File: src/rtl/kf3_pkg.sv
`timescale 1ns / 1ps
// ----------------------------------------------------------------------------
// kf3_pkg
// Types, constants and fixed-point helpers shared by the Kalman filter block.
// ----------------------------------------------------------------------------
package kf3_pkg;

	localparam int WORD_W    = 32;
	localparam int FRAC_W    = 24;
	localparam int PROD_W    = 2 * WORD_W;
	localparam int NOISE_W   = 31;
	localparam int ADDR_W    = 6;
	localparam int MEM_DEPTH = 47;
	localparam int CFG_IDX_W = 3;
	localparam int CIDX_W    = 4;
	localparam int DIV_STEPS = WORD_W + FRAC_W;
	localparam int DCNT_W    = 6;

	typedef logic signed [WORD_W-1:0] word_t;

	localparam word_t W_MAX = {1'b0, {(WORD_W-1){1'b1}}};
	localparam word_t W_MIN = {1'b1, {(WORD_W-1){1'b0}}};
	localparam word_t W_ONE = word_t'(64'd1 << FRAC_W);

	// scratch memory map
	localparam logic [ADDR_W-1:0] A_EST   = 6'd0;
	localparam logic [ADDR_W-1:0] A_PRED  = 6'd3;
	localparam logic [ADDR_W-1:0] A_ECOV  = 6'd6;
	localparam logic [ADDR_W-1:0] A_PCOV  = 6'd15;
	localparam logic [ADDR_W-1:0] A_NOISE = 6'd24;
	localparam logic [ADDR_W-1:0] A_CTRL  = 6'd30;
	localparam logic [ADDR_W-1:0] A_MT    = 6'd33;
	localparam logic [ADDR_W-1:0] A_GAIN  = 6'd42;
	localparam logic [ADDR_W-1:0] A_ERR   = 6'd45;
	localparam logic [ADDR_W-1:0] A_SVAR  = 6'd46;

	localparam logic [CIDX_W-1:0] COEF_CNT = 4'd9;

	// configuration register indexes
	localparam logic [CFG_IDX_W-1:0] CFG_T01  = 3'd0;
	localparam logic [CFG_IDX_W-1:0] CFG_T02  = 3'd1;
	localparam logic [CFG_IDX_W-1:0] CFG_T12  = 3'd2;
	localparam logic [CFG_IDX_W-1:0] CFG_T22  = 3'd3;
	localparam logic [CFG_IDX_W-1:0] CFG_R    = 3'd4;
	localparam logic [CFG_IDX_W-1:0] CFG_INIT = 3'd5;
	localparam logic [CFG_IDX_W-1:0] CFG_CEN  = 3'd6;

	typedef enum logic [1:0] {
		ACT_PREDICT = 2'd0,
		ACT_UPDATE  = 2'd1,
		ACT_LOAD    = 2'd2,
		ACT_RESET   = 2'd3
	} action_t;

	typedef enum logic [1:0] {
		ST_OK      = 2'd0,
		ST_INV_VAR = 2'd1,
		ST_SAT     = 2'd2
	} status_t;

	typedef enum logic [1:0] {
		K_MAC  = 2'd0,
		K_ADD  = 2'd1,
		K_SUBF = 2'd2,
		K_DIV  = 2'd3
	} kind_t;

	typedef enum logic [2:0] {
		AS_MEM  = 3'd0,
		AS_AMAT = 3'd1,
		AS_R    = 3'd2,
		AS_Z    = 3'd3,
		AS_INIT = 3'd4,
		AS_ZERO = 3'd5,
		AS_COEF = 3'd6
	} asel_t;

	typedef struct packed {
		logic              vld;
		kind_t             kind;
		asel_t             asel;
		logic [3:0]        aidx;
		logic [ADDR_W-1:0] aaddr;
		logic [ADDR_W-1:0] baddr;
		logic [ADDR_W-1:0] dst;
		logic              first;
		logic              wr;
		logic              dst_coef;
	} uop_t;

	typedef struct packed {
		logic start;
		logic load_out;
		logic show_pred;
		logic inv_var;
	} cmd_t;

	typedef struct packed {
		logic busy;
		logic acc_nonpos;
		logic ctrl_en;
	} stat_t;

	typedef struct packed {
		logic  ovf;
		word_t val;
	} sat_t;

	function automatic sat_t sat_clip(input logic signed [WORD_W:0] v);
		sat_t r;
		r.ovf = (v[WORD_W] != v[WORD_W-1]);
		r.val = r.ovf ? (v[WORD_W] ? W_MIN : W_MAX) : word_t'(v[WORD_W-1:0]);
		return r;
	endfunction

	function automatic sat_t sat_add(input word_t a, input word_t b);
		return sat_clip({a[WORD_W-1], a} + {b[WORD_W-1], b});
	endfunction

	function automatic sat_t sat_sub(input word_t a, input word_t b);
		return sat_clip({a[WORD_W-1], a} - {b[WORD_W-1], b});
	endfunction

	// drop fraction bits toward zero, then saturate to the word
	function automatic sat_t fx_trunc(input logic signed [PROD_W-1:0] p);
		logic signed [PROD_W-1:0] bias;
		logic signed [PROD_W-1:0] sh;
		sat_t r;
		bias = '0;
		if (p[PROD_W-1]) begin
			bias[FRAC_W-1:0] = '1;
		end
		sh = (p + bias) >>> FRAC_W;
		r.ovf = !((&sh[PROD_W-1:WORD_W-1]) || !(|sh[PROD_W-1:WORD_W-1]));
		r.val = r.ovf ? (p[PROD_W-1] ? W_MIN : W_MAX) : word_t'(sh[WORD_W-1:0]);
		return r;
	endfunction

	function automatic word_t amat_entry(input logic [3:0] idx, input word_t t01,
		input word_t t02, input word_t t12, input word_t t22);
		word_t r;
		unique case (idx)
			4'd0, 4'd4: r = W_ONE;
			4'd1:       r = t01;
			4'd2:       r = t02;
			4'd5:       r = t12;
			4'd8:       r = t22;
			default:    r = '0;
		endcase
		return r;
	endfunction

endpackage

File: src/rtl/kf3_ctrl.sv
`timescale 1ns / 1ps
// ----------------------------------------------------------------------------
// kf3_ctrl
// Step sequencer: walks the phases of each action and issues datapath ops.
// ----------------------------------------------------------------------------
module kf3_ctrl (
	input  logic                     clk,
	input  logic                     arst_n,
	input  logic                     s_tvalid,
	output logic                     s_tready,
	input  logic [1:0]               s_action,
	output logic                     m_tvalid,
	input  logic                     m_tready,
	output kf3_pkg::uop_t            uop,
	output kf3_pkg::cmd_t            cmd,
	input  kf3_pkg::stat_t           stat
);

	localparam int AW = kf3_pkg::ADDR_W;

	typedef enum logic [3:0] {
		S_IDLE  = 4'b0001,
		S_ISSUE = 4'b0010,
		S_WAIT  = 4'b0100,
		S_DONE  = 4'b1000
	} state_t;

	typedef enum logic [10:0] {
		PH_XS  = 11'b000_0000_0001,
		PH_M   = 11'b000_0000_0010,
		PH_PC  = 11'b000_0000_0100,
		PH_S   = 11'b000_0000_1000,
		PH_G   = 11'b000_0001_0000,
		PH_E   = 11'b000_0010_0000,
		PH_X   = 11'b000_0100_0000,
		PH_C   = 11'b000_1000_0000,
		PH_R   = 11'b001_0000_0000,
		PH_L   = 11'b010_0000_0000,
		PH_END = 11'b100_0000_0000
	} phase_t;

	state_t     state_q;
	phase_t     ph_q;
	logic [1:0] i_q, j_q, k_q;
	logic       chk_q, show_pred_q, inv_q, ovld_q;

	function automatic logic [3:0] idx3(input logic [1:0] r, input logic [1:0] c);
		return 4'(r) * 4'd3 + 4'(c);
	endfunction

	function automatic logic [AW-1:0] qaddr(input logic [1:0] r, input logic [1:0] c);
		logic [AW-1:0] o;
		unique case ({r, c})
			4'b0000:          o = 6'd0;
			4'b0001, 4'b0100: o = 6'd1;
			4'b0010, 4'b1000: o = 6'd2;
			4'b0101:          o = 6'd3;
			4'b0110, 4'b1001: o = 6'd4;
			default:          o = 6'd5;
		endcase
		return kf3_pkg::A_NOISE + o;
	endfunction

	// op for the current position, loop limits and sequencing flags
	kf3_pkg::uop_t op;
	logic [1:0]    imax, jmax, kmax;
	logic          op_wait, op_chk;
	phase_t        ph_next;

	always_comb begin
		op         = '0;
		op.vld     = 1'b1;
		op.kind    = kf3_pkg::K_MAC;
		op.asel    = kf3_pkg::AS_MEM;
		imax       = 2'd0;
		jmax       = 2'd0;
		kmax       = 2'd0;
		op_wait    = 1'b0;
		op_chk     = 1'b0;
		ph_next    = PH_END;
		unique case (ph_q)
			PH_XS: begin
				imax     = 2'd2;
				kmax     = stat.ctrl_en ? 2'd3 : 2'd2;
				ph_next  = PH_M;
				op.first = (k_q == 2'd0);
				op.wr    = (k_q == kmax);
				op.dst   = kf3_pkg::A_PRED + AW'(i_q);
				if (k_q == 2'd3) begin
					op.aaddr = kf3_pkg::A_CTRL + AW'(i_q);
					op.baddr = kf3_pkg::A_EST + AW'(2);
				end else begin
					op.asel  = kf3_pkg::AS_AMAT;
					op.aidx  = idx3(i_q, k_q);
					op.baddr = kf3_pkg::A_EST + AW'(k_q);
				end
			end
			PH_M: begin
				imax     = 2'd2;
				jmax     = 2'd2;
				kmax     = 2'd2;
				ph_next  = PH_PC;
				op.asel  = kf3_pkg::AS_AMAT;
				op.aidx  = idx3(i_q, k_q);
				op.baddr = kf3_pkg::A_ECOV + AW'(idx3(k_q, j_q));
				op.first = (k_q == 2'd0);
				op.wr    = (k_q == 2'd2);
				op.dst   = kf3_pkg::A_MT + AW'(idx3(i_q, j_q));
			end
			PH_PC: begin
				imax    = 2'd2;
				jmax    = 2'd2;
				kmax    = 2'd3;
				op.dst  = kf3_pkg::A_PCOV + AW'(idx3(i_q, j_q));
				if (k_q == 2'd3) begin
					op.kind  = kf3_pkg::K_ADD;
					op.aaddr = qaddr(i_q, j_q);
					op.wr    = 1'b1;
				end else begin
					op.asel  = kf3_pkg::AS_AMAT;
					op.aidx  = idx3(j_q, k_q);
					op.baddr = kf3_pkg::A_MT + AW'(idx3(i_q, k_q));
					op.first = (k_q == 2'd0);
				end
			end
			PH_S: begin
				kmax    = 2'd1;
				ph_next = PH_G;
				op.kind = kf3_pkg::K_ADD;
				op.dst  = kf3_pkg::A_SVAR;
				if (k_q == 2'd0) begin
					op.aaddr = kf3_pkg::A_PCOV;
					op.first = 1'b1;
				end else begin
					op.asel = kf3_pkg::AS_R;
					op.wr   = 1'b1;
					op_wait = 1'b1;
					op_chk  = 1'b1;
				end
			end
			PH_G: begin
				imax     = 2'd2;
				ph_next  = PH_E;
				op.kind  = kf3_pkg::K_DIV;
				op.aaddr = kf3_pkg::A_PCOV + AW'(idx3(i_q, 2'd0));
				op.baddr = kf3_pkg::A_SVAR;
				op.dst   = kf3_pkg::A_GAIN + AW'(i_q);
				op_wait  = 1'b1;
			end
			PH_E: begin
				kmax    = 2'd1;
				ph_next = PH_X;
				op.dst  = kf3_pkg::A_ERR;
				if (k_q == 2'd0) begin
					op.kind  = kf3_pkg::K_ADD;
					op.aaddr = kf3_pkg::A_PRED;
					op.first = 1'b1;
				end else begin
					op.kind = kf3_pkg::K_SUBF;
					op.asel = kf3_pkg::AS_Z;
					op.wr   = 1'b1;
					op_wait = 1'b1;
				end
			end
			PH_X: begin
				imax    = 2'd2;
				kmax    = 2'd1;
				ph_next = PH_C;
				op.dst  = kf3_pkg::A_EST + AW'(i_q);
				if (k_q == 2'd0) begin
					op.aaddr = kf3_pkg::A_GAIN + AW'(i_q);
					op.baddr = kf3_pkg::A_ERR;
					op.first = 1'b1;
				end else begin
					op.kind  = kf3_pkg::K_ADD;
					op.aaddr = kf3_pkg::A_PRED + AW'(i_q);
					op.wr    = 1'b1;
				end
			end
			PH_C: begin
				imax   = 2'd2;
				jmax   = 2'd2;
				kmax   = 2'd1;
				op.dst = kf3_pkg::A_ECOV + AW'(idx3(i_q, j_q));
				if (k_q == 2'd0) begin
					op.aaddr = kf3_pkg::A_GAIN + AW'(i_q);
					op.baddr = kf3_pkg::A_PCOV + AW'(j_q);
					op.first = 1'b1;
				end else begin
					op.kind  = kf3_pkg::K_SUBF;
					op.aaddr = kf3_pkg::A_PCOV + AW'(idx3(i_q, j_q));
					op.wr    = 1'b1;
				end
			end
			PH_R: begin
				imax     = 2'd3;
				jmax     = 2'd2;
				op.kind  = kf3_pkg::K_ADD;
				op.first = 1'b1;
				op.wr    = 1'b1;
				op.asel  = kf3_pkg::AS_ZERO;
				if (i_q == 2'd0) begin
					op.dst = kf3_pkg::A_EST + AW'(j_q);
				end else begin
					op.dst = kf3_pkg::A_ECOV + AW'(idx3(2'(i_q - 2'd1), j_q));
					if (j_q == 2'(i_q - 2'd1)) begin
						op.asel = kf3_pkg::AS_INIT;
					end
				end
			end
			PH_L: begin
				op.kind     = kf3_pkg::K_ADD;
				op.asel     = kf3_pkg::AS_COEF;
				op.first    = 1'b1;
				op.wr       = 1'b1;
				op.dst_coef = 1'b1;
			end
			default: begin
				op.vld = 1'b0;
			end
		endcase
	end

	logic issue;
	logic out_free;
	logic load_out;

	assign issue    = (state_q == S_ISSUE) && (ph_q != PH_END);
	assign out_free = !ovld_q || m_tready;
	assign load_out = (state_q == S_DONE) && !stat.busy && out_free;

	always_ff @(posedge clk or negedge arst_n) begin
		if (!arst_n) begin
			state_q     <= S_IDLE;
			ph_q        <= PH_END;
			i_q         <= '0;
			j_q         <= '0;
			k_q         <= '0;
			chk_q       <= 1'b0;
			show_pred_q <= 1'b0;
			inv_q       <= 1'b0;
			ovld_q      <= 1'b0;
		end else begin
			if (load_out) begin
				ovld_q <= 1'b1;
			end else if (ovld_q && m_tready) begin
				ovld_q <= 1'b0;
			end
			unique case (state_q)
				S_IDLE: begin
					if (s_tvalid) begin
						i_q         <= '0;
						j_q         <= '0;
						k_q         <= '0;
						inv_q       <= 1'b0;
						show_pred_q <= (s_action == kf3_pkg::ACT_PREDICT);
						unique case (s_action)
							kf3_pkg::ACT_PREDICT: ph_q <= PH_XS;
							kf3_pkg::ACT_UPDATE:  ph_q <= PH_S;
							kf3_pkg::ACT_LOAD:    ph_q <= PH_L;
							default:              ph_q <= PH_R;
						endcase
						state_q <= S_ISSUE;
					end
				end
				S_ISSUE: begin
					if (ph_q == PH_END) begin
						state_q <= S_DONE;
					end else begin
						// advance k, then j, then i, then the phase
						if (k_q < kmax) begin
							k_q <= k_q + 2'd1;
						end else begin
							k_q <= '0;
							if (j_q < jmax) begin
								j_q <= j_q + 2'd1;
							end else begin
								j_q <= '0;
								if (i_q < imax) begin
									i_q <= i_q + 2'd1;
								end else begin
									i_q  <= '0;
									ph_q <= ph_next;
								end
							end
						end
						chk_q <= op_chk;
						if (op_wait) begin
							state_q <= S_WAIT;
						end
					end
				end
				S_WAIT: begin
					if (!stat.busy) begin
						chk_q   <= 1'b0;
						state_q <= S_ISSUE;
						// non-positive innovation variance: abandon the update
						if (chk_q && stat.acc_nonpos) begin
							inv_q <= 1'b1;
							ph_q  <= PH_END;
						end
					end
				end
				S_DONE: begin
					if (load_out) begin
						state_q <= S_IDLE;
					end
				end
				default: begin
					state_q <= S_IDLE;
				end
			endcase
		end
	end

	always_comb begin
		uop           = op;
		uop.vld       = issue;
		cmd.start     = (state_q == S_IDLE) && s_tvalid;
		cmd.load_out  = load_out;
		cmd.show_pred = show_pred_q;
		cmd.inv_var   = inv_q;
	end

	assign s_tready = (state_q == S_IDLE);
	assign m_tvalid = ovld_q;

endmodule

File: config.mk
export PLATFORM = sky130hd
export DESIGN_NAME = kf3_ctrl
export DESIGN_NICKNAME = d
export VERILOG_FILES = /design/src/rtl/kf3_pkg.sv /design/src/rtl/kf3_ctrl.sv
export SDC_FILE = /design/constraint.sdc
export NUM_CORES = 1
export LEC_CHECK = 0
export BUFFER_PORTS_ARGS = -buffer_cell sky130_fd_sc_hd__buf_2
export CAP_MARGIN = 10
export CORE_AREA = 2 2 109 111
export CTS_BUF_LIST = sky130_fd_sc_hd__clkbuf_8 sky130_fd_sc_hd__clkbuf_16
export CTS_CLUSTER_DIAMETER = 150
export DETAILED_ROUTE_END_ITERATION = 8
export DIE_AREA = 0 0 111 113
export PLACE_DENSITY = 0.46
export SYNTH_ARGS = -nofsm -noshare
export SYNTH_HDL_FRONTEND = slang
export SYNTH_SLANG_ARGS = --single-unit
File: constraint.sdc
create_clock -name clk -period 5.2 [get_ports clk]
set_input_delay 0.52 -clock clk [delete_from_list [all_inputs] [get_ports clk]]
set_output_delay 0.52 -clock clk [all_outputs]
set_load 0.03 [all_outputs]
==> metrics.yaml <==
powerDensity_nw_per_um2: 523
final_common_cell: "buf_2"
routed-wl-met3_um: 489
vias: 3263
p_sw_mw: 1.10
outcome: "finished, final reports clean"
worst_ep_required_time_ns: 4.68
antenna_found_initial: 0
clockPowerShare: 0.090
ctsResizeCount: 0
synth-simple-area-share: 0.267
worstMarginPinSlew_ns: 0.717
num_rows: 39
synth.distinct_cells: 66
syn_nets: 465
dpl.hpwl_mm: 8.30
wirelength_met1_mm: 5.18
reg2regPathDepth: 9
io-pin-count: 46
cts_buffers: 3
max_freq_ghz: 0.222
finalNetCount: 491
syn_area_per_cell_um2: 8.01
final_cell_mix: "45 x buf_2, 42 x nand2_1, 31 x ha_1"
setup_tns_ns: 0
yosys_warnings: 0
cts_buffer_depth: 2
clock_sinks: 25
top_layer_used: "met4"
clock-root-buffer: "clkbuf_16"
worst_hold_slack_ns: 0.263
grt_pass1_vias: 3122
grt_setup_unrepaired: "false"
start_util: 0.297
slew_headroom: 0.515
ys_seq_area_frac: 0.188
grt_use_total: 0.171
r2r_setup_slack_ns: 1.40
cp_max_fo: 17
drt_first_pass_iters: 5
endpoint_kind: "output port"
synth_compound_area_frac: 0.205
finalCritPeriodShare: 0.866
synth_edf_count: 0
drv_slew: 0
insertion_delay_ns: 0.26
maxCapViolations: 0
p_int_mw: 0.844
finalClockSkew_ns: 0.00622
io_buffers: 45
syn-cell-area_um2: 3350
r2r_start: "ph_q[2]$_DFFE_PN0P_"
syn_to_final_growth_pct: 11.2
yosys.area_share.xor_xnor: 0.0575
postSynthCellCount: 418
grt_max_degree: 26
async_flop_share: 1.00
min_period_ns: 4.50
hp-class: "primary input to async pin"
insertedDiodeCount: 0
dieArea_um2: 12500
p_leak_nw: 1.78
ant_nets: 0
start_kind: "flop"
routed_wl_mm: 10.9
postCtsSetupRepairBufs: 0
gp_congestion: 0.865
drc: 0
p_comb_frac: 0.740
synthAdderAreaFrac: 0.158
seq_power_share: 0.169
critical_path_class: "flop to output port"
cts_tree: "built"
die_h_um: 113
startpoint: "i_q[1]$_DFFE_PN0P_"
postCtsHoldBufs: 0
wl_per_cell_um: 18.5
synth_top_family_by_area: "simple AND/OR/NAND/NOR gates"
crit_end: "uop[16]"
synth_seq_cells: 25
switching_share: 0.566
gr-total-overflow: 0
met2_length_mm: 5.02
ys.flop_type: "dfrtp_1"
drt_iter0_drc: 155
finalHoldViolCount: 0
path_clk_slew_ns: 0.07
synthMuxAreaShare: 0.0542
htreeDepth: 1
core_um2: 11300
grt_pass1_wl_mm: 17.4
fp.dieW_um: 111
drive_gt1_frac: 0.163
peakVddDrop_mv: 0.291
r2r-end: "ph_q[6]$_DFFE_PN0P_"
cp_data_arrival_time_ns: 3.98
via_per_inst: 5.57
setup_viol: 0
## routing by layer
metal,up-vias,GRT usage
li1,1563,-
met1,1565,0.242
met2,116,0.282
met3,19,0.0166
met4,0,0.0392
met5,-,0
## Yosys cell counts, drive strengths merged, types with 3 or more instances
cell,instances,area share
nand2,43,0.049
clkbuf,18,0.020
xnor2,14,0.037
mux2i,8,0.024
nand3,10,0.015
or4,5,0.011
a31oi,4,0.0075
nand3b,3,0.0067
nor4b,5,0.015
dfrtp,23,0.17
o211ai,6,0.013
and3,8,0.015
a21o,6,0.013
xor2,8,0.021
a21oi,17,0.027
nor3,12,0.019
o2111ai,3,0.0078
o21a,3,0.0067
nor4,9,0.023
o221ai,6,0.016
nand2b,9,0.017
fa,7,0.042
mux2,9,0.030
buf,10,0.022
or3,8,0.015
o21ai,27,0.040
a211oi,4,0.0090
nor2,30,0.034
or4b,5,0.016
nor2b,5,0.0093
ha,31,0.12
o22ai,4,0.0075
inv,26,0.029
## area by class of cell
type / count / area (um2)
clock buffer: 3 / 75.1
clock inverter: 1 / 5.00
fill: 1223 / 7550
inverter: 26 / 97.6
multi-input combinational: 339 / 2480
sequential: 25 / 628
tap: 143 / 179
timing repair buffer: 49 / 255
## power by group through the flow
stage               Clock [mW]  Combinational (mW)  Sequential [mW]
floorplan                    0                1.12            0.287
finish                   0.176                1.44            0.330
CTS                      0.184                1.45            0.329
detailed placement           0                1.44            0.334
global placement             0                1.43            0.330
global route             0.194                1.57            0.343
## metrics by stage
| step | power (mW) | utilization | instance area [um2] | setup slack (ns) | std cells |
|---|---|---|---|---|---|
| 6_report | 1.95 | 0.330 | 3720 | 0.696 | 586 |
| 5_1_grt | 2.11 | 0.330 | 3720 | 0.456 | 586 |
| 4_1_cts | 1.96 | 0.330 | 3720 | 0.744 | 586 |
| 3_5_place_dp | 1.78 | 0.323 | 3640 | 1.04 | 582 |
| 3_3_place_gp | 1.76 | 0.323 | 3640 | 1.12 | 582 |
| 2_1_floorplan | 1.41 | - | 3350 | 1.64 | 418 |
## sequential cells by signal, summed over array words and instances, names as in the netlist
name,count
inv_q,1
chk_q,1
m_tvalid,1
j_q,2
k_q,2
state_q,4
ph_q,11
i_q,2
show_pred_q,1
## logic make-up (layout without fill, tap and decap cells)
kind of cell | Yosys count | after routing
buffers and inverters | 54 | 79
adder cells (fa/ha/maj) | 38 | 38
AO/OA/AOI/OAI | 101 | 101
XOR/XNOR | 22 | 22
multiplexers | 17 | 17
flip-flops | 25 | 25
AND/OR/NAND/NOR | 161 | 161
## worst max-delay path: stages (launching register included)
cell	delay (ns)
dfrtp_1	0.73
inv_1	0.23
ha_1	0.61
inv_1	0.16
fa_1	0.65
inv_1	0.09
ha_1	0.34
o22a_1	0.22
nor4_1	0.18
a31oi_1	0.07
o2111ai_1	0.19
buf_2	0.26
## worst min-delay path by stage
| stage | depth (start not counted) | end | startpoint |
|---|---|---|---|
| 2_1_floorplan | 0 | chk_q$_DFFE_PN0P_ | arst_n |
| 3_3_place_gp | 1 | show_pred_q$_DFFE_PN0P_ | show_pred_q$_DFFE_PN0P_ |
| 3_5_place_dp | 1 | show_pred_q$_DFFE_PN0P_ | show_pred_q$_DFFE_PN0P_ |
| 4_1_cts | 1 | chk_q$_DFFE_PN0P_ | arst_n |
| 5_1_grt | 1 | show_pred_q$_DFFE_PN0P_ | arst_n |
| 6_report | 1 | show_pred_q$_DFFE_PN0P_ | arst_n |
Power figures use the tool's default switching activity.
